File: src/rtl/owb_pkg.sv
// ----------------------------------------------------------------------------
// owb_pkg
// Shared types, codes and helpers of the 1-Wire bus master.
// ----------------------------------------------------------------------------
`default_nettype none

package owb_pkg;

    localparam int DEF_TICK_COUNT_BITS = 10;

    localparam int CFG_IDX_W  = 3;
    localparam int CFG_DATA_W = 10;
    localparam int BYTE_REG_W = 8;

    // Configuration register indexes.
    localparam logic [CFG_IDX_W-1:0] REG_RESET_LOW     = 3'd0;
    localparam logic [CFG_IDX_W-1:0] REG_PRESENCE_WAIT = 3'd1;
    localparam logic [CFG_IDX_W-1:0] REG_RESET_TAIL    = 3'd2;
    localparam logic [CFG_IDX_W-1:0] REG_SHORT_LOW     = 3'd3;
    localparam logic [CFG_IDX_W-1:0] REG_LONG_LOW      = 3'd4;
    localparam logic [CFG_IDX_W-1:0] REG_SLOT          = 3'd5;
    localparam logic [CFG_IDX_W-1:0] REG_READ_SAMPLE   = 3'd6;

    // Register defaults before clamping.
    localparam logic [15:0] RST_RESET_LOW     = 16'd456;
    localparam logic [15:0] RST_PRESENCE_WAIT = 16'd66;
    localparam logic [15:0] RST_RESET_TAIL    = 16'd389;
    localparam logic [15:0] RST_SHORT_LOW     = 16'd6;
    localparam logic [15:0] RST_LONG_LOW      = 16'd60;
    localparam logic [15:0] RST_SLOT          = 16'd70;
    localparam logic [15:0] RST_READ_SAMPLE   = 16'd15;

    // Commands.
    localparam logic [1:0] CMD_TICK  = 2'd0;
    localparam logic [1:0] CMD_RESET = 2'd1;
    localparam logic [1:0] CMD_WRITE = 2'd2;
    localparam logic [1:0] CMD_READ  = 2'd3;

    // Reset status codes.
    localparam logic [1:0] ST_PRESENT   = 2'd0;
    localparam logic [1:0] ST_NO_DEVICE = 2'd1;
    localparam logic [1:0] ST_FAULT     = 2'd2;

    typedef struct packed {
        logic       drive_low;
        logic       busy_res;
        logic       done_res;
        logic [7:0] rx_byte;
        logic [1:0] reset_status;
    } t_owb_res;

    // A zero duration acts as one tick, and a duration never exceeds the
    // largest value the tick counter can reach.
    function automatic logic [15:0] dur_clamp(input logic [15:0] v, input logic [15:0] lim);
        logic [15:0] r;
        begin
            r = (v == 16'd0) ? 16'd1 : v;
            dur_clamp = (r > lim) ? lim : r;
        end
    endfunction

endpackage

`default_nettype wire

File: src/rtl/owb_req_if.sv
// ----------------------------------------------------------------------------
// owb_req_if
// Tick channel into the 1-Wire master: command, byte to send, bus level.
// ----------------------------------------------------------------------------
`default_nettype none

interface owb_req_if;
    logic       valid;
    logic       ready;
    logic [1:0] cmd;
    logic [7:0] tx_byte;
    logic       bus_level;

    modport source (output valid, output cmd, output tx_byte, output bus_level, input ready);
    modport sink   (input valid, input cmd, input tx_byte, input bus_level, output ready);
endinterface

`default_nettype wire

File: src/rtl/owb_rsp_if.sv
// ----------------------------------------------------------------------------
// owb_rsp_if
// Result channel out of the 1-Wire master, one transfer per tick.
// ----------------------------------------------------------------------------
`default_nettype none

interface owb_rsp_if;
    logic       valid;
    logic       ready;
    logic       drive_low;
    logic       busy_res;
    logic       done_res;
    logic [7:0] rx_byte;
    logic [1:0] reset_status;

    modport source (output valid, output drive_low, output busy_res, output done_res,
                    output rx_byte, output reset_status, input ready);
    modport sink   (input valid, input drive_low, input busy_res, input done_res,
                    input rx_byte, input reset_status, output ready);
endinterface

`default_nettype wire

File: src/rtl/owb_cfg.sv
// ----------------------------------------------------------------------------
// owb_cfg
// Timing register file; values are stored already clamped to the counter.
// ----------------------------------------------------------------------------
`default_nettype none

module owb_cfg #(
    parameter int TICK_COUNT_BITS = owb_pkg::DEF_TICK_COUNT_BITS
) (
    input  wire                               i_clk,
    input  wire                               i_rst_n,
    input  wire                               i_cfg_we,
    input  wire  [owb_pkg::CFG_IDX_W-1:0]     i_cfg_idx,
    input  wire  [owb_pkg::CFG_DATA_W-1:0]    i_cfg_data,
    output logic [TICK_COUNT_BITS-1:0]        o_reset_low,
    output logic [TICK_COUNT_BITS-1:0]        o_presence_wait,
    output logic [TICK_COUNT_BITS-1:0]        o_reset_tail,
    output logic [TICK_COUNT_BITS-1:0]        o_short_low,
    output logic [TICK_COUNT_BITS-1:0]        o_long_low,
    output logic [TICK_COUNT_BITS-1:0]        o_slot,
    output logic [TICK_COUNT_BITS-1:0]        o_read_sample
);

    localparam logic [15:0] Lim16 = 16'((1 << TICK_COUNT_BITS) - 1);

    localparam logic [15:0] RstLow  = owb_pkg::dur_clamp(owb_pkg::RST_RESET_LOW, Lim16);
    localparam logic [15:0] RstWait = owb_pkg::dur_clamp(owb_pkg::RST_PRESENCE_WAIT, Lim16);
    localparam logic [15:0] RstTail = owb_pkg::dur_clamp(owb_pkg::RST_RESET_TAIL, Lim16);
    localparam logic [15:0] RstShrt = owb_pkg::dur_clamp(owb_pkg::RST_SHORT_LOW, Lim16);
    localparam logic [15:0] RstLong = owb_pkg::dur_clamp(owb_pkg::RST_LONG_LOW, Lim16);
    localparam logic [15:0] RstSlot = owb_pkg::dur_clamp(owb_pkg::RST_SLOT, Lim16);
    localparam logic [15:0] RstSamp = owb_pkg::dur_clamp(owb_pkg::RST_READ_SAMPLE, Lim16);

    logic [15:0] n_wide;
    logic [15:0] n_narrow;

    logic [TICK_COUNT_BITS-1:0] r_reset_low;
    logic [TICK_COUNT_BITS-1:0] r_presence_wait;
    logic [TICK_COUNT_BITS-1:0] r_reset_tail;
    logic [TICK_COUNT_BITS-1:0] r_short_low;
    logic [TICK_COUNT_BITS-1:0] r_long_low;
    logic [TICK_COUNT_BITS-1:0] r_slot;
    logic [TICK_COUNT_BITS-1:0] r_read_sample;

    // The reset-low and reset-tail registers take the whole data word, the others its low byte.
    assign n_wide   = owb_pkg::dur_clamp(
                          {{(16 - owb_pkg::CFG_DATA_W){1'b0}}, i_cfg_data}, Lim16);
    assign n_narrow = owb_pkg::dur_clamp(
                          {{(16 - owb_pkg::BYTE_REG_W){1'b0}},
                           i_cfg_data[owb_pkg::BYTE_REG_W-1:0]}, Lim16);

    always_ff @(posedge i_clk) begin
        if (!i_rst_n) begin
            r_reset_low     <= RstLow[TICK_COUNT_BITS-1:0];
            r_presence_wait <= RstWait[TICK_COUNT_BITS-1:0];
            r_reset_tail    <= RstTail[TICK_COUNT_BITS-1:0];
            r_short_low     <= RstShrt[TICK_COUNT_BITS-1:0];
            r_long_low      <= RstLong[TICK_COUNT_BITS-1:0];
            r_slot          <= RstSlot[TICK_COUNT_BITS-1:0];
            r_read_sample   <= RstSamp[TICK_COUNT_BITS-1:0];
        end else if (i_cfg_we) begin
            case (i_cfg_idx)
                owb_pkg::REG_RESET_LOW:     r_reset_low     <= n_wide[TICK_COUNT_BITS-1:0];
                owb_pkg::REG_PRESENCE_WAIT: r_presence_wait <= n_narrow[TICK_COUNT_BITS-1:0];
                owb_pkg::REG_RESET_TAIL:    r_reset_tail    <= n_wide[TICK_COUNT_BITS-1:0];
                owb_pkg::REG_SHORT_LOW:     r_short_low     <= n_narrow[TICK_COUNT_BITS-1:0];
                owb_pkg::REG_LONG_LOW:      r_long_low      <= n_narrow[TICK_COUNT_BITS-1:0];
                owb_pkg::REG_SLOT:          r_slot          <= n_narrow[TICK_COUNT_BITS-1:0];
                owb_pkg::REG_READ_SAMPLE:   r_read_sample   <= n_narrow[TICK_COUNT_BITS-1:0];
                default: begin
                end
            endcase
        end
    end

    assign o_reset_low     = r_reset_low;
    assign o_presence_wait = r_presence_wait;
    assign o_reset_tail    = r_reset_tail;
    assign o_short_low     = r_short_low;
    assign o_long_low      = r_long_low;
    assign o_slot          = r_slot;
    assign o_read_sample   = r_read_sample;

endmodule

`default_nettype wire

File: src/rtl/owb_seq.sv
// ----------------------------------------------------------------------------
// owb_seq
// Bus sequencer: advances reset, write and read phases by one tick per transfer.
// ----------------------------------------------------------------------------
`default_nettype none

module owb_seq #(
    parameter int TICK_COUNT_BITS = owb_pkg::DEF_TICK_COUNT_BITS
) (
    input  wire                          i_clk,
    input  wire                          i_rst_n,
    input  wire                          i_fire,
    input  wire  [1:0]                   i_cmd,
    input  wire  [7:0]                   i_tx_byte,
    input  wire                          i_bus_level,
    input  wire  [TICK_COUNT_BITS-1:0]   i_reset_low,
    input  wire  [TICK_COUNT_BITS-1:0]   i_presence_wait,
    input  wire  [TICK_COUNT_BITS-1:0]   i_reset_tail,
    input  wire  [TICK_COUNT_BITS-1:0]   i_short_low,
    input  wire  [TICK_COUNT_BITS-1:0]   i_long_low,
    input  wire  [TICK_COUNT_BITS-1:0]   i_slot,
    input  wire  [TICK_COUNT_BITS-1:0]   i_read_sample,
    output owb_pkg::t_owb_res            o_res
);

    localparam logic [2:0] PH_IDLE  = 3'd0;
    localparam logic [2:0] PH_RLOW  = 3'd1;
    localparam logic [2:0] PH_RWAIT = 3'd2;
    localparam logic [2:0] PH_RTAIL = 3'd3;
    localparam logic [2:0] PH_WSLOT = 3'd4;
    localparam logic [2:0] PH_RSLOT = 3'd5;

    localparam logic [TICK_COUNT_BITS-1:0] CountMax = '1;

    logic [2:0]                 r_phase,  n_phase;
    logic [TICK_COUNT_BITS-1:0] r_tick,   n_tick;
    logic [2:0]                 r_bit,    n_bit;
    logic [7:0]                 r_shift,  n_shift;
    logic                       r_pres,   n_pres;
    logic [1:0]                 r_status, n_status;
    logic [7:0]                 r_rx,     n_rx;

    logic                       drive;
    logic                       done;
    logic                       rd;
    logic [TICK_COUNT_BITS-1:0] cnt;
    logic [TICK_COUNT_BITS-1:0] low;
    logic [TICK_COUNT_BITS-1:0] samp;

    always_comb begin
        n_phase  = r_phase;
        n_tick   = r_tick;
        n_bit    = r_bit;
        n_shift  = r_shift;
        n_pres   = r_pres;
        n_status = r_status;
        n_rx     = r_rx;
        drive    = 1'b0;
        done     = 1'b0;
        rd       = 1'b0;
        cnt      = '0;
        low      = '0;
        samp     = '0;
        if (i_fire) begin
            // A command starts on the tick that carries it; while busy it is dropped.
            if (r_phase == PH_IDLE) begin
                case (i_cmd)
                    owb_pkg::CMD_RESET: begin
                        if (!i_bus_level) begin
                            n_status = owb_pkg::ST_FAULT;
                            done     = 1'b1;
                        end else begin
                            n_phase = PH_RLOW;
                            n_tick  = '0;
                        end
                    end
                    owb_pkg::CMD_WRITE, owb_pkg::CMD_READ: begin
                        n_phase = (i_cmd == owb_pkg::CMD_WRITE) ? PH_WSLOT : PH_RSLOT;
                        n_tick  = '0;
                        n_bit   = 3'd0;
                        n_shift = (i_cmd == owb_pkg::CMD_WRITE) ? i_tx_byte : 8'h00;
                    end
                    default: begin
                    end
                endcase
            end

            // Saturating tick count after this tick.
            cnt = (n_tick == CountMax) ? n_tick : n_tick + 1'b1;

            case (n_phase)
                PH_IDLE: begin
                end
                PH_RLOW: begin
                    drive  = 1'b1;
                    n_tick = cnt;
                    if (cnt >= i_reset_low) begin
                        n_phase = PH_RWAIT;
                        n_tick  = '0;
                    end
                end
                PH_RWAIT: begin
                    n_tick = cnt;
                    if (cnt >= i_presence_wait) begin
                        n_pres  = i_bus_level;
                        n_phase = PH_RTAIL;
                        n_tick  = '0;
                    end
                end
                PH_RTAIL: begin
                    n_tick = cnt;
                    if (cnt >= i_reset_tail) begin
                        if (!i_bus_level) begin
                            n_status = owb_pkg::ST_FAULT;
                        end else if (r_pres) begin
                            n_status = owb_pkg::ST_NO_DEVICE;
                        end else begin
                            n_status = owb_pkg::ST_PRESENT;
                        end
                        n_phase = PH_IDLE;
                        n_tick  = '0;
                        done    = 1'b1;
                    end
                end
                PH_WSLOT, PH_RSLOT: begin
                    rd    = (n_phase == PH_RSLOT);
                    low   = (rd || n_shift[0]) ? i_short_low : i_long_low;
                    samp  = (i_read_sample > i_slot) ? i_slot : i_read_sample;
                    drive = (n_tick < low);
                    n_tick = cnt;
                    if (rd && (cnt == samp)) begin
                        n_shift = {i_bus_level, n_shift[7:1]};
                    end
                    if (cnt >= i_slot) begin
                        if (!rd) begin
                            n_shift = {1'b0, n_shift[7:1]};
                        end
                        n_tick = '0;
                        if (n_bit == 3'd7) begin
                            if (rd) begin
                                n_rx = n_shift;
                            end
                            n_bit   = 3'd0;
                            n_phase = PH_IDLE;
                            done    = 1'b1;
                        end else begin
                            n_bit = n_bit + 3'd1;
                        end
                    end
                end
                default: begin
                    n_phase = PH_IDLE;
                end
            endcase
        end
    end

    always_ff @(posedge i_clk) begin
        if (!i_rst_n) begin
            r_phase  <= PH_IDLE;
            r_tick   <= '0;
            r_bit    <= 3'd0;
            r_shift  <= 8'h00;
            r_pres   <= 1'b1;
            r_status <= owb_pkg::ST_PRESENT;
            r_rx     <= 8'h00;
        end else begin
            r_phase  <= n_phase;
            r_tick   <= n_tick;
            r_bit    <= n_bit;
            r_shift  <= n_shift;
            r_pres   <= n_pres;
            r_status <= n_status;
            r_rx     <= n_rx;
        end
    end

    assign o_res.drive_low    = drive;
    assign o_res.busy_res     = (n_phase != PH_IDLE);
    assign o_res.done_res     = done;
    assign o_res.rx_byte      = n_rx;
    assign o_res.reset_status = n_status;

endmodule

`default_nettype wire

File: src/rtl/one_wire_bus_master_core.sv
// ----------------------------------------------------------------------------
// one_wire_bus_master_core: standard-speed 1-Wire master, one tick per transfer.
// Output is registered; the result register loads at the transfer of its tick.
// Throughput: one tick per cycle; a waiting result holds off ticks until it is taken.
// Reset clears the sequencer to idle and loads the default timing registers.
// ----------------------------------------------------------------------------
`default_nettype none

module one_wire_bus_master_core #(
    parameter int TICK_COUNT_BITS = owb_pkg::DEF_TICK_COUNT_BITS
) (
    input  wire                             i_clk,
    input  wire                             i_rst_n,
    owb_req_if.sink                         i_req,
    owb_rsp_if.source                       o_rsp,
    input  wire                             i_cfg_we,
    input  wire  [owb_pkg::CFG_IDX_W-1:0]   i_cfg_idx,
    input  wire  [owb_pkg::CFG_DATA_W-1:0]  i_cfg_data
);

    logic [TICK_COUNT_BITS-1:0] reset_low;
    logic [TICK_COUNT_BITS-1:0] presence_wait;
    logic [TICK_COUNT_BITS-1:0] reset_tail;
    logic [TICK_COUNT_BITS-1:0] short_low;
    logic [TICK_COUNT_BITS-1:0] long_low;
    logic [TICK_COUNT_BITS-1:0] slot;
    logic [TICK_COUNT_BITS-1:0] read_sample;

    owb_pkg::t_owb_res res;
    owb_pkg::t_owb_res r_out;
    logic              r_out_valid;
    logic              in_ready;
    logic              fire;

    assign in_ready    = !r_out_valid || o_rsp.ready;
    assign fire        = i_req.valid && in_ready;
    assign i_req.ready = in_ready;

    owb_cfg #(
        .TICK_COUNT_BITS (TICK_COUNT_BITS)
    ) u_cfg (
        .i_clk           (i_clk),
        .i_rst_n         (i_rst_n),
        .i_cfg_we        (i_cfg_we),
        .i_cfg_idx       (i_cfg_idx),
        .i_cfg_data      (i_cfg_data),
        .o_reset_low     (reset_low),
        .o_presence_wait (presence_wait),
        .o_reset_tail    (reset_tail),
        .o_short_low     (short_low),
        .o_long_low      (long_low),
        .o_slot          (slot),
        .o_read_sample   (read_sample)
    );

    owb_seq #(
        .TICK_COUNT_BITS (TICK_COUNT_BITS)
    ) u_seq (
        .i_clk           (i_clk),
        .i_rst_n         (i_rst_n),
        .i_fire          (fire),
        .i_cmd           (i_req.cmd),
        .i_tx_byte       (i_req.tx_byte),
        .i_bus_level     (i_req.bus_level),
        .i_reset_low     (reset_low),
        .i_presence_wait (presence_wait),
        .i_reset_tail    (reset_tail),
        .i_short_low     (short_low),
        .i_long_low      (long_low),
        .i_slot          (slot),
        .i_read_sample   (read_sample),
        .o_res           (res)
    );

    // Result register: loaded on every tick transfer, emptied when taken.
    always_ff @(posedge i_clk) begin
        if (!i_rst_n) begin
            r_out_valid <= 1'b0;
        end else if (fire) begin
            r_out_valid <= 1'b1;
        end else if (o_rsp.ready) begin
            r_out_valid <= 1'b0;
        end
    end

    always_ff @(posedge i_clk) begin
        if (fire) begin
            r_out <= res;
        end
    end

    assign o_rsp.valid        = r_out_valid;
    assign o_rsp.drive_low    = r_out.drive_low;
    assign o_rsp.busy_res     = r_out.busy_res;
    assign o_rsp.done_res     = r_out.done_res;
    assign o_rsp.rx_byte      = r_out.rx_byte;
    assign o_rsp.reset_status = r_out.reset_status;

endmodule

`default_nettype wire

File: src/flat_wrapper.sv
// flat-port wrapper written by rule: the top's interface ports become plain ports
module one_wire_bus_master_core_flat 
#(
    parameter int TICK_COUNT_BITS = owb_pkg::DEF_TICK_COUNT_BITS
)
  (i_clk, i_rst_n, i_cfg_we, i_cfg_idx, i_cfg_data, i_req_valid, i_req_cmd, i_req_tx_byte, i_req_bus_level, i_req_ready, o_rsp_valid, o_rsp_drive_low, o_rsp_busy_res, o_rsp_done_res, o_rsp_rx_byte, o_rsp_reset_status, o_rsp_ready);
  owb_req_if i_req_i ();
  owb_rsp_if o_rsp_i ();
  input  wire i_clk;
  input  wire i_rst_n;
  input  wire i_cfg_we;
  input  wire  [owb_pkg::CFG_IDX_W-1:0] i_cfg_idx;
  input  wire  [owb_pkg::CFG_DATA_W-1:0] i_cfg_data;
  input wire logic [$bits(i_req_i.valid)-1:0] i_req_valid;
  input wire logic [$bits(i_req_i.cmd)-1:0] i_req_cmd;
  input wire logic [$bits(i_req_i.tx_byte)-1:0] i_req_tx_byte;
  input wire logic [$bits(i_req_i.bus_level)-1:0] i_req_bus_level;
  output wire logic [$bits(i_req_i.ready)-1:0] i_req_ready;
  output wire logic [$bits(o_rsp_i.valid)-1:0] o_rsp_valid;
  output wire logic [$bits(o_rsp_i.drive_low)-1:0] o_rsp_drive_low;
  output wire logic [$bits(o_rsp_i.busy_res)-1:0] o_rsp_busy_res;
  output wire logic [$bits(o_rsp_i.done_res)-1:0] o_rsp_done_res;
  output wire logic [$bits(o_rsp_i.rx_byte)-1:0] o_rsp_rx_byte;
  output wire logic [$bits(o_rsp_i.reset_status)-1:0] o_rsp_reset_status;
  input wire logic [$bits(o_rsp_i.ready)-1:0] o_rsp_ready;
  assign i_req_i.valid = i_req_valid;
  assign i_req_i.cmd = i_req_cmd;
  assign i_req_i.tx_byte = i_req_tx_byte;
  assign i_req_i.bus_level = i_req_bus_level;
  assign i_req_ready = i_req_i.ready;
  assign o_rsp_valid = o_rsp_i.valid;
  assign o_rsp_drive_low = o_rsp_i.drive_low;
  assign o_rsp_busy_res = o_rsp_i.busy_res;
  assign o_rsp_done_res = o_rsp_i.done_res;
  assign o_rsp_rx_byte = o_rsp_i.rx_byte;
  assign o_rsp_reset_status = o_rsp_i.reset_status;
  assign o_rsp_i.ready = o_rsp_ready;
  one_wire_bus_master_core #(.TICK_COUNT_BITS(TICK_COUNT_BITS)) u_core (.i_clk(i_clk), .i_rst_n(i_rst_n), .i_req(i_req_i), .o_rsp(o_rsp_i), .i_cfg_we(i_cfg_we), .i_cfg_idx(i_cfg_idx), .i_cfg_data(i_cfg_data));
endmodule
File: config.mk
export PLATFORM = sky130hd
export DESIGN_NAME = one_wire_bus_master_core_flat
export DESIGN_NICKNAME = d
export VERILOG_FILES = /design/src/rtl/owb_pkg.sv /design/src/rtl/owb_req_if.sv /design/src/rtl/owb_rsp_if.sv /design/src/rtl/owb_cfg.sv /design/src/rtl/owb_seq.sv /design/src/rtl/one_wire_bus_master_core.sv /design/src/flat_wrapper.sv
export SDC_FILE = /design/constraint.sdc
export NUM_CORES = 1
export LEC_CHECK = 0
export BUFFER_PORTS_ARGS = -buffer_cell sky130_fd_sc_hd__buf_2
export CAP_MARGIN = 0
export CORE_ASPECT_RATIO = 0.5
export CORE_MARGIN = 5
export CORE_UTILIZATION = 55
export DETAILED_ROUTE_END_ITERATION = 10
export GPL_ROUTABILITY_DRIVEN = 0
export PLACE_DENSITY = 0.74
export SLEW_MARGIN = 20
export SYNTH_ARGS = -nofsm -noshare
export SYNTH_HDL_FRONTEND = slang
export SYNTH_SLANG_ARGS = --single-unit
File: constraint.sdc
create_clock -name i_clk -period 6.6 [get_ports i_clk]
set_clock_uncertainty 0.2 [all_clocks]
set_input_delay 0.99 -clock i_clk [delete_from_list [all_inputs] [get_ports i_clk]]
set_output_delay 0.99 -clock i_clk [all_outputs]
set_load 0.05 [all_outputs]
Word-level counts from Yosys, hierarchy flattened
Cells that the tools add are included.
{"block": "totals", "reg_bits": 119, "latchBits": 0, "mem_bits_rw": 0, "romBits": 0, "inputBits": 29, "output_inout_bits": 15, "word_cells": 134, "memories": 0}
{"block": "op_classes", "addsub": 2, "mul": 0, "div": 0, "order_cmp": 8, "eq_ne": 17, "shift": 0, "muxes": 65, "n_bitwise": 0, "n_reduce_logical": 22}
{"cell": "10-bit two-way mux", "count": 13}
{"cell": "8-bit two-way mux", "count": 14}
{"cell": "3-bit two-way mux", "count": 15}
{"cell": "10-bit greater-or-equal comparator", "count": 4}
{"cell": "10-bit case mux with 4 select lines", "count": 1}
{"cell": "10-bit case mux with 2 select lines", "count": 1}
{"cell": "3-bit == test, second input constant", "count": 6}
{"cell": "3-bit case mux with 5 select lines", "count": 1}
{"cell": "2-bit two-way mux", "count": 7}
{"cell": "2-bit AND reduction", "count": 7}
{"cell": "3-bit by 2-bit == test with 1-bit output, second input constant", "count": 4}
{"cell": "10-bit by 1-bit adder with 10-bit output, second input constant", "count": 1}
{"cell": "10-bit == test", "count": 1}
{"cell": "10-bit == test, second input constant", "count": 1}
{"cell": "10-bit greater-than comparator", "count": 1}
{"cell": "10-bit greater-than comparator, second input constant", "count": 1}
{"cell": "8-bit by 10-bit greater-than comparator with 1-bit output, second input constant", "count": 1}
{"cell": "10-bit zero test", "count": 1}
{"cell": "10-bit less-than comparator", "count": 1}
{"cell": "1-bit two-way mux", "count": 10}
{"cell": "3-bit zero test", "count": 3}
{"cell": "8-bit zero test", "count": 1}
{"cell": "3-bit by 1-bit == test with 1-bit output, second input constant", "count": 2}
{"cell": "3-bit case mux with 2 select lines", "count": 1}
{"cell": "other kinds (11)", "count": 16}

Longest topological paths before layout
Gate-level depths: netlist of the first run.
{"block": "depth", "word_depth": 16, "mapped_depth": 23, "mapped_depth_nobuf": 20}

Hierarchy
Synthesis of the first run repeated with hierarchy kept, for this count alone.
{"block": "hier_totals", "hier_cells": 838, "hier_area_um2": 7058.0}
{"module": "owb_seq", "instances": 1, "cells_per_inst": 551, "area_each_um2": 4231.6, "seq_area_each_um2": 700.7}
{"module": "owb_cfg", "instances": 1, "cells_per_inst": 269, "area_each_um2": 2378.5, "seq_area_each_um2": 1201.2}
{"module": "one_wire_bus_master_core", "instances": 1, "cells_per_inst": 18, "area_each_um2": 447.9, "seq_area_each_um2": 410.4}

Worst setup path after synthesis of the first run
No wires, ideal clock.
{"block": "synth_timing", "kind": "input to register", "from": "input i_req_cmd[0]", "to": "register u_core.u_seq.r_tick[0]", "setup_time_ns": 0.062, "arrival_ns": 4.838, "required_time_ns": 6.338, "path_slack_ns": 1.501, "cell_stages": 20, "path_buffers": 1, "path_cell_list": "a21oi_1 nor2_2 buf_2 nor2b_1 ha_1 nand3_1 nor3_1 xnor2_1 or2_1 inv_2 ha_1 nand2b_1 a21o_1 a21o_1 a21o_1 a21o_1 a211oi_1 o21ai_0 o221ai_1 a32o_1"}
{"block": "synth_between", "elab_chain_cells": 10, "elab_cells_between_ends": 29, "cone_classes": "add/sub (1); order compare (4); eq/ne (9); mux (13); reduce/logical (2)"}
{"element": "from (decl)", "line": "flat_wrapper.sv:15", "source": "input wire logic [$bits(i_req_i.cmd)-1:0] i_req_cmd;"}
{"element": "2-bit == test (on tied branches)", "line": "owb_seq.sv:67, owb_seq.sv:78"}
{"element": "2-bit OR reduction", "line": "owb_seq.sv:67", "source": "case (i_cmd)"}
{"element": "10-bit case mux with 2 select lines", "line": "owb_seq.sv:67"}
{"element": "10-bit two-way mux", "line": "owb_seq.sv:66", "source": "if (r_phase == PH_IDLE) begin"}
{"element": "10-bit two-way mux", "line": "owb_seq.sv:64", "source": "if (i_fire) begin"}
{"element": "10-bit by 1-bit adder with 10-bit output / 10-bit == test (equally long branches)", "line": "owb_seq.sv:89", "source": "cnt = (n_tick == CountMax) ? n_tick : n_tick + 1'b1;"}
{"element": "10-bit two-way mux", "line": "owb_seq.sv:89"}
{"element": "10-bit greater-or-equal comparator (on tied branches)"}
{"element": "10-bit two-way mux (on tied branches)"}
{"element": "10-bit case mux with 4 select lines *", "line": "owb_seq.sv:91", "source": "case (n_phase)"}
{"element": "to (signal assigned)", "line": "owb_seq.sv:169", "source": "r_tick <= n_tick;"}
{"element": "to (decl)", "line": "owb_seq.sv:36", "source": "logic [TICK_COUNT_BITS-1:0] r_tick, n_tick;"}
Mark *: on every way between the ends. The rest lies on a longest branch, timed or not. The select of a mux whose other input is x is not followed.
A chain may end at the register's enable or synchronous reset.

==> implementation parameters, run 1 <==
Parameter                              Value

Outcome
  Result of the run ... complete, no violations

Cells and area
  Net count of the finished layout ... 882
  Ant. Diodes ... 0
  Most common library cell in the layout ignoring fill and taps ... sky130_fd_sc_hd__nand2_1
  Number of fill cells ... 977
  Share of final-layout standard cells stronger than drive strength 1 ... 10.4%
  Area growth, synth to finish ... 9.72%
  Highest-count cells in the layout ignoring fill and taps ... 148 x sky130_fd_sc_hd__nand2_1, 96 x sky130_fd_sc_hd__dfxtp_1, 54 x sky130_fd_sc_hd__ha_1

Global route
  Vias in the first global route ... 5276
  Overall fraction of global-route tracks in use ... 23.5%
  Antenna violations before repair ... 0
  Maximum number of pins on one net before global-route repair ... 48
  Global-route congestion overflow total ... 0
  First-pass GRT wire length ... 26600 um

Drt
  Iteration-0 DRC count of the detailed router ... 511
  Detailed-route wire length ... 16200 um
  Average via count per standard cell ... 5.86
  DR WL/cell ... 16.8 um
  Count of antenna-violating nets left after detailed routing ... 0
  Residual DRC count ... 0
  Vias after detailed routing ... 5641
  1st-pass router iterations ... 6

CTS
  Clock sink count ... 109
  Worst-case clock buffer depth ... 2
  TritonCTS buffer count ... 9
  CTS Hold Buffers Added ... 0
  Setup bufs post-CTS ... 0
  Count of instances resized after the clock tree is built ... 0
  Clock insertion delay at the later pin of the skew report ... 0.35 ns
  Clock edge transition at the registers on the reported setup and hold paths ... 0.07 ns
  H-tree Lvls ... 3
  CTS tree ... done
  Clock tree root driver cell ... sky130_fd_sc_hd__clkbuf_16

Timing
  Setup violation total in the final timing report ... 0
  Setup repair after global routing missed its margin ... false
  Count of endpoints failing hold in the final timing report ... 0
  Tightest Pin Transition ... 0.841 ns
  Crit share post-route ... 83.3%
  Final worst setup slack ... 1.10 ns
  Slew margin rel. ... 43.7%
  Setup total negative slack ... 0 ns
  Final worst path period need ... 5.50 ns
  Worst hold slack after final layout ... 0.253 ns
  Peak clock frequency supported by timing ... 182 MHz
  Count of final max-slew check failures ... 0

Setup path
  Reg2Reg Setup Slack ... 1.33 ns
  Startpoint Class ... input port
  Worst Setup SP ... i_req_cmd[0]
  Endpoint class of the critical path ... flip-flop
  Worst setup endpoint ... u_core.u_seq.r_rx[0]
  Reg2reg path depth ... 19
  Worst setup path class ... in -> reg
  Largest fanout of any net on the critical path ... 15
  Reg-to-Reg End ... u_core.u_seq.r_rx[0]
  Source of the worst register-to-register timing path ... u_core.u_seq.r_phase[2]
  Data required time of the worst path ... 6.65 ns
  Critical path arrival ... 5.55 ns

Logic synthesis
  Cell taking the most area after synthesis ... sky130_fd_sc_hd__dfxtp_1
  Post-synth ARST share ... 0%
  Cell area after technology mapping ... 6450 um^2
  Yosys warnings ... 0
  Area share of the leading cell type in the synthesized netlist ... 29.8%
  Flip-flop and latch count after synthesis ... 109
  Largest cells by area after synthesis ... sky130_fd_sc_hd__dfxtp_1 30%, sky130_fd_sc_hd__ha_1 10%, sky130_fd_sc_hd__nand2_1 8.6%
  Unique cell type count in the Yosys netlist ... 69
  Most used DFF post-synth ... sky130_fd_sc_hd__dfxtp_1
  Synthesized area per cell ... 8.30 um^2
  Number of instances in the synthesized netlist ... 777
  Share of the yosys chip area belonging to registers ... 35.8%
  Post-synth net total ... 860
  Post-synth EDFFs ... 13

Floorplan
  Die Width ... 163 um
  Die span in y ... 86.6 um
  Core area ... 11200 um^2
  Starting utilization of the core area ... 57.5%
  Standard-cell row count ... 27
  DIE AREA ... 14100 um^2
  Count of pins on the block boundary ... 44

Placement
  Worst slack at placement ... 0.801 ns
  Port buffer count ... 43
  DPL Wire Length ... 11900 um

Power and ir drop
  Reported leakage power ... 3.14 nW
  Power per Cell Area ... 210 nW/um^2
  Maximum vdd ir drop ... 108 uV

Job
  Max-cap violations ... 0

Min path
  Hold Crit Class ... reg -> reg
  Hold wc startpoint ... u_core.u_seq.r_shift[5]
-- critical path: stages --
cell and delay (ns):
sky130_fd_sc_hd__buf_2 0.15, sky130_fd_sc_hd__a21oi_1 0.28, sky130_fd_sc_hd__nor2_2 0.15, sky130_fd_sc_hd__nor2b_1 0.17, sky130_fd_sc_hd__ha_1 0.25, sky130_fd_sc_hd__nand3_1 0.23
sky130_fd_sc_hd__nor3_1 0.39, sky130_fd_sc_hd__nand2b_1 0.20, sky130_fd_sc_hd__nor3_1 0.07, sky130_fd_sc_hd__xor2_1 0.51, sky130_fd_sc_hd__ha_1 0.35, sky130_fd_sc_hd__nand2_1 0.07
sky130_fd_sc_hd__nor2_1 0.03, sky130_fd_sc_hd__a2111oi_0 0.35, sky130_fd_sc_hd__o21ai_0 0.15, sky130_fd_sc_hd__buf_4 0.17, sky130_fd_sc_hd__nand4_1 0.43, sky130_fd_sc_hd__nor2_1 0.08
sky130_fd_sc_hd__a221o_1 0.35, sky130_fd_sc_hd__and2_1 0.16
-- cells in the mapped netlist (12+ instances only) --
cell                       count
sky130_fd_sc_hd__and2_1       15
sky130_fd_sc_hd__a21oi_1      27
sky130_fd_sc_hd__o21ai_0      26
sky130_fd_sc_hd__nor2_1       40
sky130_fd_sc_hd__o211ai_1     22
sky130_fd_sc_hd__ha_1         54
sky130_fd_sc_hd__dfxtp_1      96
sky130_fd_sc_hd__nand3_1      26
sky130_fd_sc_hd__clkbuf_1     29
sky130_fd_sc_hd__a21boi_0     35
sky130_fd_sc_hd__nor2b_1      20
sky130_fd_sc_hd__inv_1        47
sky130_fd_sc_hd__nand2b_1     12
sky130_fd_sc_hd__edfxtp_1     13
sky130_fd_sc_hd__nand2_1     148
sky130_fd_sc_hd__mux2i_1      16
sky130_fd_sc_hd__a21o_1       12
-- worst min-delay path by stage --
stage / end / slack, ns / cells after the start
2_1_floorplan: u_core.u_seq.r_shift[1] / 0.23 / 2
3_3_place_gp: u_core.u_seq.r_shift[1] / 0.24 / 2
3_5_place_dp: u_core.u_seq.r_shift[5] / 0.24 / 2
4_1_cts: u_core.u_seq.r_shift[5] / 0.25 / 2
5_1_grt: u_core.u_seq.r_shift[1] / 0.27 / 2
6_report: u_core.u_seq.r_shift[5] / 0.25 / 2
-- metrics by stage --
| step | std cells | utilization [%] | cell area, um^2 | power [mW] |
|---|---|---|---|---|
| finish | 963 | 63.1 | 7080 | 1.49 |
| global route | 963 | 63.1 | 7080 | 1.55 |
| CTS | 963 | 63.1 | 7070 | 1.50 |
| detailed placement | 947 | 60.3 | 6760 | 0.923 |
| global placement | 947 | 60.3 | 6760 | 0.918 |
| floorplan | 777 | - | 6450 | 0.867 |
-- power breakdown --
part | total [mW] | leakage, nW | internal, mW | switching [mW]
registers | 0.702 | 0.910 | 0.691 | 0.0114
clock network | 0.578 | 0.143 | 0.330 | 0.248
logic | 0.208 | 2.08 | 0.0695 | 0.139
total | 1.49 | 3.14 | 1.09 | 0.399
-- cell type report --
| type | count | area (um^2) | area share (%) |
|---|---|---|---|
| Multi-Input combinational cell | 582 | 3810 | 53.8 |
| Clock inverter | 7 | 90.1 | 1.27 |
| Timing Repair Buffer | 49 | 260 | 3.68 |
| Tap cell | 159 | 199 | 2.81 |
| Inverter | 48 | 180 | 2.55 |
| Clock buffer | 9 | 225 | 3.18 |
| Sequential cell | 109 | 2310 | 32.7 |
-- per-layer routing --
layer	track usage [%]	wire length [um]	vias up
met5	0	0	-
met1	32.7	7670	2623
li1	-	-	2795
met3	5.04	1150	23
met2	37.1	7080	200
met4	6.85	282	0
-- flip-flops by register name, indices dropped and copies added, names as in the netlist --
| name | flops |
|---|---|
| u_core.u_cfg.o_long_low | 8 |
| u_core.u_cfg.o_slot | 8 |
| u_core.o_rsp.valid | 1 |
| u_core.o_rsp.reset_status | 2 |
| u_core.u_seq.r_status | 2 |
| u_core.u_seq.r_tick | 10 |
| u_core.u_seq.r_bit | 3 |
| u_core.u_cfg.o_short_low | 8 |
| u_core.o_rsp.rx_byte | 8 |
| u_core.u_seq.r_phase | 3 |
| u_core.u_cfg.o_presence_wait | 8 |
| u_core.o_rsp.drive_low | 1 |
| u_core.o_rsp.done_res | 1 |
| u_core.o_rsp.busy_res | 1 |
| u_core.u_cfg.o_read_sample | 8 |
| u_core.u_seq.r_shift | 8 |
| u_core.u_cfg.o_reset_low | 10 |
| u_core.u_cfg.o_reset_tail | 10 |
| u_core.u_seq.r_pres | 1 |
| u_core.u_seq.r_rx | 8 |
-- kinds of logic after synthesis --
logic type	Yosys count	synth area share [%]
compound gates	198	22.1
xor+xnor	10	1.36
fa+ha+maj	54	10.5
buf+inv	86	5.16
flops	109	35.8
mux	22	3.70
simple gates	298	21.3
(Power assumes the default switching activity.)
==> inputs of run 2 (changes only) <==
==> constraint.sdc (replaced) <==
create_clock -name i_clk -period 5.4 [get_ports i_clk]
set_clock_uncertainty 0.2 [all_clocks]
set_input_delay 0.81 -clock i_clk [delete_from_list [all_inputs] [get_ports i_clk]]
set_output_delay 0.81 -clock i_clk [all_outputs]
set_load 0.05 [all_outputs]
==> implementation parameters, run 2 (synthesis gave the netlist of run 1 again) <==
Parameter                              Value

Outcome
  Result of the run ... complete, no violations

Power and ir drop
  Power per Cell Area ... 252 nW/um^2
  Maximum vdd ir drop ... 124 uV
  Reported leakage power ... 3.17 nW

Timing
  Tightest Pin Transition ... 0.975 ns
  Setup total negative slack ... 0 ns
  Setup repair after global routing missed its margin ... false
  Slew margin rel. ... 34.7%
  Setup violation total in the final timing report ... 0
  Final worst path period need ... 4.88 ns
  Peak clock frequency supported by timing ... 205 MHz
  Count of endpoints failing hold in the final timing report ... 0
  Crit share post-route ... 90.4%
  Final worst setup slack ... 0.519 ns
  Count of final max-slew check failures ... 0

Global route
  Maximum number of pins on one net before global-route repair ... 80
  Global-route congestion overflow total ... 0
  Overall fraction of global-route tracks in use ... 24.5%
  Vias in the first global route ... 5348
  Antenna violations before repair ... 1
  First-pass GRT wire length ... 27500 um

Setup path
  Worst setup path class ... in -> reg
  Data required time of the worst path ... 5.45 ns
  Source of the worst register-to-register timing path ... u_core.u_seq.r_phase[1]
  Startpoint Class ... input port
  Worst Setup SP ... i_req_cmd[1]
  Largest fanout of any net on the critical path ... 7
  Endpoint class of the critical path ... flip-flop
  Critical path arrival ... 4.93 ns

CTS
  Worst-case clock buffer depth ... 2
  CTS Hold Buffers Added ... 0
  TritonCTS buffer count ... 9
  CTS tree ... done
  Clock sink count ... 109
  H-tree Lvls ... 3
  Setup bufs post-CTS ... 0
  Count of instances resized after the clock tree is built ... 0
  Clock tree root driver cell ... sky130_fd_sc_hd__clkbuf_16
  Clock insertion delay at the later pin of the skew report ... 0.36 ns
  Clock edge transition at the registers on the reported setup and hold paths ... 0.07 ns

Cells and area
  Final design instance area without fill ... 7110 um^2
  Net count of the finished layout ... 889
  Area growth, synth to finish ... 10.3%
  Share of final-layout standard cells stronger than drive strength 1 ... 11.2%
  Area used by sequential logic in the layout ... 2310 um^2
  Most common library cell in the layout ignoring fill and taps ... sky130_fd_sc_hd__nand2_1
  Highest-count cells in the layout ignoring fill and taps ... 148 x sky130_fd_sc_hd__nand2_1, 96 x sky130_fd_sc_hd__dfxtp_1, 54 x sky130_fd_sc_hd__ha_1
  Ant. Diodes ... 0
  Number of fill cells ... 995
  Area used by multi-input combinational logic ... 3810 um^2

Placement
  Port buffer count ... 43
  DPL Wire Length ... 12200 um
  Worst slack at placement ... 0.257 ns
  Placed Area ... 6810 um^2

Floorplan
  Count of pins on the block boundary ... 44
  Standard-cell row count ... 27
  Die span in y ... 86.6 um
  DIE AREA ... 14100 um^2
  Die Width ... 163 um
  Core area ... 11200 um^2
  Starting utilization of the core area ... 57.5%

Drt
  Vias after detailed routing ... 5681
  Iteration-0 DRC count of the detailed router ... 488
  1st-pass router iterations ... 5
  DR WL/cell ... 17.1 um
  Detailed-route wire length ... 16600 um
  Average via count per standard cell ... 5.86
  Count of antenna-violating nets left after detailed routing ... 0
  Residual DRC count ... 0

Min path
  Hold wc startpoint ... u_core.u_seq.r_shift[1]
  Hold Crit Class ... reg -> reg

Job
  Max-cap violations ... 0
run 2: changes by cell type in the layout (fill, tap and decap cells not counted), sizes merged:
cell      previous run  this run
buf                 49        56
bufinv               2         1
clkbuf               9        10
clkinv               2         3
clkinvlp             3         0
inv                 48        50
run 2: layout make-up:
| cell class | count | share of cell area [%] |
|---|---|---|
| Inverter | 48 | 2.53 |
| Clock buffer | 10 | 3.22 |
| Sequential cell | 109 | 32.5 |
| Timing Repair Buffer | 56 | 4.40 |
| Clock inverter | 6 | 0.967 |
| Tap cell | 159 | 2.80 |
| Multi-Input combinational cell | 582 | 53.6 |
run 2: worst max-delay path, stage by stage:
cell and delay, ns:
sky130_fd_sc_hd__buf_2 0.14, sky130_fd_sc_hd__a21oi_1 0.27, sky130_fd_sc_hd__nor2_2 0.08, sky130_fd_sc_hd__nor2b_1 0.17
sky130_fd_sc_hd__ha_1 0.27, sky130_fd_sc_hd__nand3_1 0.23, sky130_fd_sc_hd__nor3_1 0.39, sky130_fd_sc_hd__xnor2_1 0.09
sky130_fd_sc_hd__or2_1 0.24, sky130_fd_sc_hd__inv_2 0.12, sky130_fd_sc_hd__ha_1 0.25, sky130_fd_sc_hd__nor2b_1 0.10
sky130_fd_sc_hd__o21ai_0 0.09, sky130_fd_sc_hd__a21oi_1 0.15, sky130_fd_sc_hd__nor2_1 0.05, sky130_fd_sc_hd__a2111oi_0 0.35
sky130_fd_sc_hd__o21ai_0 0.15, sky130_fd_sc_hd__buf_4 0.18, sky130_fd_sc_hd__a21o_1 0.24, sky130_fd_sc_hd__nand2b_1 0.26
sky130_fd_sc_hd__o221ai_1 0.23, sky130_fd_sc_hd__nand2_1 0.07
run 2: through the flow:
| stage | hold WS, ns | total power [mW] | std cells | util (%) |
|---|---|---|---|---|
| 2_1_floorplan | 0.230 | 1.06 | 777 | - |
| 3_3_place_gp | 0.238 | 1.13 | 954 | 60.7 |
| 3_5_place_dp | 0.242 | 1.13 | 954 | 60.7 |
| 4_1_cts | 0.252 | 1.80 | 970 | 63.4 |
| 5_1_grt | 0.272 | 1.87 | 970 | 63.4 |
| 6_report | 0.249 | 1.79 | 970 | 63.4 |
run 2: power breakdown:
group          total [mW]  internal, mW  switching [mW]  leakage [nW]
logic               0.261        0.0868           0.174          2.12
clock network       0.676         0.364           0.312         0.145
registers           0.858         0.844          0.0141         0.910
total                1.79          1.29           0.500          3.17
run 2: worst paths after layout:
| check | end | slack [ns] | cells past startpoint |
|---|---|---|---|
| min | u_core.u_seq.r_shift[1] | 0.25 | 2 |
| max | u_core.u_seq.r_shift[3] | 0.52 | 22 |
| min reg2reg | u_core.u_seq.r_shift[1] | 0.25 | 2 |
| max reg2reg | u_core.u_seq.r_shift[3] | 0.66 | 21 |
run 2: metal layers:
metal	GRT usage (%)	part of all wire (%)
met5	0	0.072
met4	5.33	1.4
met3	5.94	7.5
met2	38.5	42
met1	34.5	49
==> inputs of run 3 (changes only) <==
--- a/config.mk
+++ b/config.mk
@@ -12,6 +12,7 @@
 export CORE_UTILIZATION = 55
 export DETAILED_ROUTE_END_ITERATION = 10
 export GPL_ROUTABILITY_DRIVEN = 0
+export MAX_ROUTING_LAYER = met4
 export PLACE_DENSITY = 0.74
 export SLEW_MARGIN = 20
 export SYNTH_ARGS = -nofsm -noshare
==> implementation parameters, run 3 (synthesis gave the netlist of run 1 again) <==
Parameter                              Value

Outcome
  Result of the run ... complete, no violations

Cells and area
  Area used by sequential logic in the layout ... 2310 um^2
  Area growth, synth to finish ... 10.3%
  Final design instance area without fill ... 7120 um^2
  Highest-count cells in the layout ignoring fill and taps ... 148 x sky130_fd_sc_hd__nand2_1, 96 x sky130_fd_sc_hd__dfxtp_1, 54 x sky130_fd_sc_hd__ha_1
  Area used by multi-input combinational logic ... 3810 um^2
  Share of final-layout standard cells stronger than drive strength 1 ... 11.2%
  Post-layout util ... 63.4%
  Most common library cell in the layout ignoring fill and taps ... sky130_fd_sc_hd__nand2_1
  Number of fill cells ... 998
  Net count of the finished layout ... 889

Power and ir drop
  Power per Cell Area ... 252 nW/um^2
  Pwr Total ... 1.79 mW
  Reported leakage power ... 3.17 nW
  Maximum vdd ir drop ... 125 uV

Global route
  Global-route congestion overflow total ... 0
  Maximum number of pins on one net before global-route repair ... 80
  First-pass GRT wire length ... 27500 um
  Overall fraction of global-route tracks in use ... 25.3%
  GR Layer Usage met3 ... 5.94%
  Top Usage Layer GRT ... met2
  Vias in the first global route ... 5343
  Global routing met1 resource utilization ... 34.6%
  Antenna violations before repair ... 1
  Global-route met2 utilization ... 38.4%

Timing
  Count of endpoints failing hold in the final timing report ... 0
  Setup total negative slack ... 0 ns
  Setup repair after global routing missed its margin ... false
  Final worst path period need ... 4.88 ns
  Tightest Pin Transition ... 0.963 ns
  Count of final max-slew check failures ... 0
  Setup violation total in the final timing report ... 0
  Peak clock frequency supported by timing ... 205 MHz
  Slew margin rel. ... 35.5%
  Crit share post-route ... 90.4%

Drt
  Count of antenna-violating nets left after detailed routing ... 0
  Average via count per standard cell ... 5.83
  Detailed-route wire length ... 16600 um
  DR WL/cell ... 17.1 um
  Iteration-0 DRC count of the detailed router ... 515
  Residual DRC count ... 0
  Vias after detailed routing ... 5657
  1st-pass router iterations ... 6

CTS
  Clock tree root driver cell ... sky130_fd_sc_hd__clkbuf_16
  Clock sink count ... 109
  H-tree Lvls ... 3
  Worst-case clock buffer depth ... 2
  Clock edge transition at the registers on the reported setup and hold paths ... 0.07 ns
  Setup bufs post-CTS ... 0
  TritonCTS buffer count ... 9
  CTS tree ... done
  Clock insertion delay at the later pin of the skew report ... 0.35 ns
  CTS Hold Buffers Added ... 0
  Count of instances resized after the clock tree is built ... 0

Min path
  Hold Crit Class ... reg -> reg
  End point of the worst hold path ... u_core.u_seq.r_shift[1]
  Instance count along the most critical hold path ... 2
  Hold wc startpoint ... u_core.u_seq.r_shift[1]

Floorplan
  Starting utilization of the core area ... 57.5%
  Die Width ... 163 um
  Core area ... 11200 um^2
  DIE AREA ... 14100 um^2
  Standard-cell row count ... 27
  Die span in y ... 86.6 um
  Count of pins on the block boundary ... 44

Setup path
  Worst Setup SP ... i_req_cmd[1]
  Endpoint class of the critical path ... flip-flop
  Data required time of the worst path ... 5.44 ns
  Startpoint Class ... input port
  Largest fanout of any net on the critical path ... 7
  Critical path arrival ... 4.92 ns
  Source of the worst register-to-register timing path ... u_core.u_seq.r_phase[1]
  Worst setup path class ... in -> reg
  Reg2Reg Setup Slack ... 0.65 ns
  Reg-to-Reg End ... u_core.u_seq.r_shift[4]
  Reg2reg path depth ... 21

Job
  Max-cap violations ... 0

Placement
  Port buffer count ... 43
  Placed Area ... 6810 um^2
  DPL Wire Length ... 12200 um
## run 3: changes by cell type in the layout (fill, tap and decap cells not counted), sizes merged
cell,delta
diode,+1
## run 3: worst max-delay path by stage
stage	endpoint	slack (ns)
2_1_floorplan	u_core.u_seq.r_tick[0]	0.48
3_3_place_gp	u_core.o_rsp.busy_res	0.33
3_5_place_dp	u_core.u_seq.r_rx[0]	0.26
4_1_cts	u_core.u_seq.r_shift[4]	0.63
5_1_grt	u_core.u_seq.r_rx[0]	0.17
6_report	u_core.u_seq.r_shift[4]	0.52
## run 3: worst max-delay path: stages
cell	delay, ns
sky130_fd_sc_hd__buf_2	0.14
sky130_fd_sc_hd__a21oi_1	0.27
sky130_fd_sc_hd__nor2_2	0.08
sky130_fd_sc_hd__nor2b_1	0.16
sky130_fd_sc_hd__ha_1	0.26
sky130_fd_sc_hd__nand3_1	0.23
sky130_fd_sc_hd__nor3_1	0.38
sky130_fd_sc_hd__xnor2_1	0.09
sky130_fd_sc_hd__or2_1	0.24
sky130_fd_sc_hd__inv_2	0.12
sky130_fd_sc_hd__ha_1	0.25
sky130_fd_sc_hd__nor2b_1	0.10
sky130_fd_sc_hd__o21ai_0	0.09
sky130_fd_sc_hd__a21oi_1	0.15
sky130_fd_sc_hd__nor2_1	0.05
sky130_fd_sc_hd__a2111oi_0	0.37
sky130_fd_sc_hd__o21ai_0	0.15
sky130_fd_sc_hd__buf_4	0.18
sky130_fd_sc_hd__a21o_1	0.24
sky130_fd_sc_hd__nand2b_1	0.25
sky130_fd_sc_hd__o221ai_1	0.21
sky130_fd_sc_hd__nand2_1	0.08
## run 3: final cells by class
class | instances | share of cell area, %
multi-input combinational | 582 | 53.6
sequential | 109 | 32.5
timing repair buffer | 56 | 4.40
clock buffer | 10 | 3.22
tap | 159 | 2.80
inverter | 48 | 2.53
clock inverter | 6 | 0.967
antenna | 1 | 0.0352
## run 3: stage by stage
step / setup slack, ns / hold slack (ns) / std cells
after global placement: 0.332 / 0.238 / 954
final: 0.518 / 0.249 / 971
after CTS: 0.631 / 0.252 / 970
after detailed placement: 0.257 / 0.242 / 954
after global routing: 0.172 / 0.272 / 971
after floorplan: 0.481 / 0.230 / 777
## run 3: layer usage
layer / share of wire [%] / routed length [um]
met1: 49 / 8090
met2: 43 / 7110
met3: 7.1 / 1180
met4: 1.3 / 221
met5: 0 / 0
## run 3: power breakdown
part | internal, mW | switching [mW]
Sequential | 0.844 | 0.0140
Combinational | 0.0869 | 0.174
Clock | 0.364 | 0.308
Total | 1.29 | 0.497
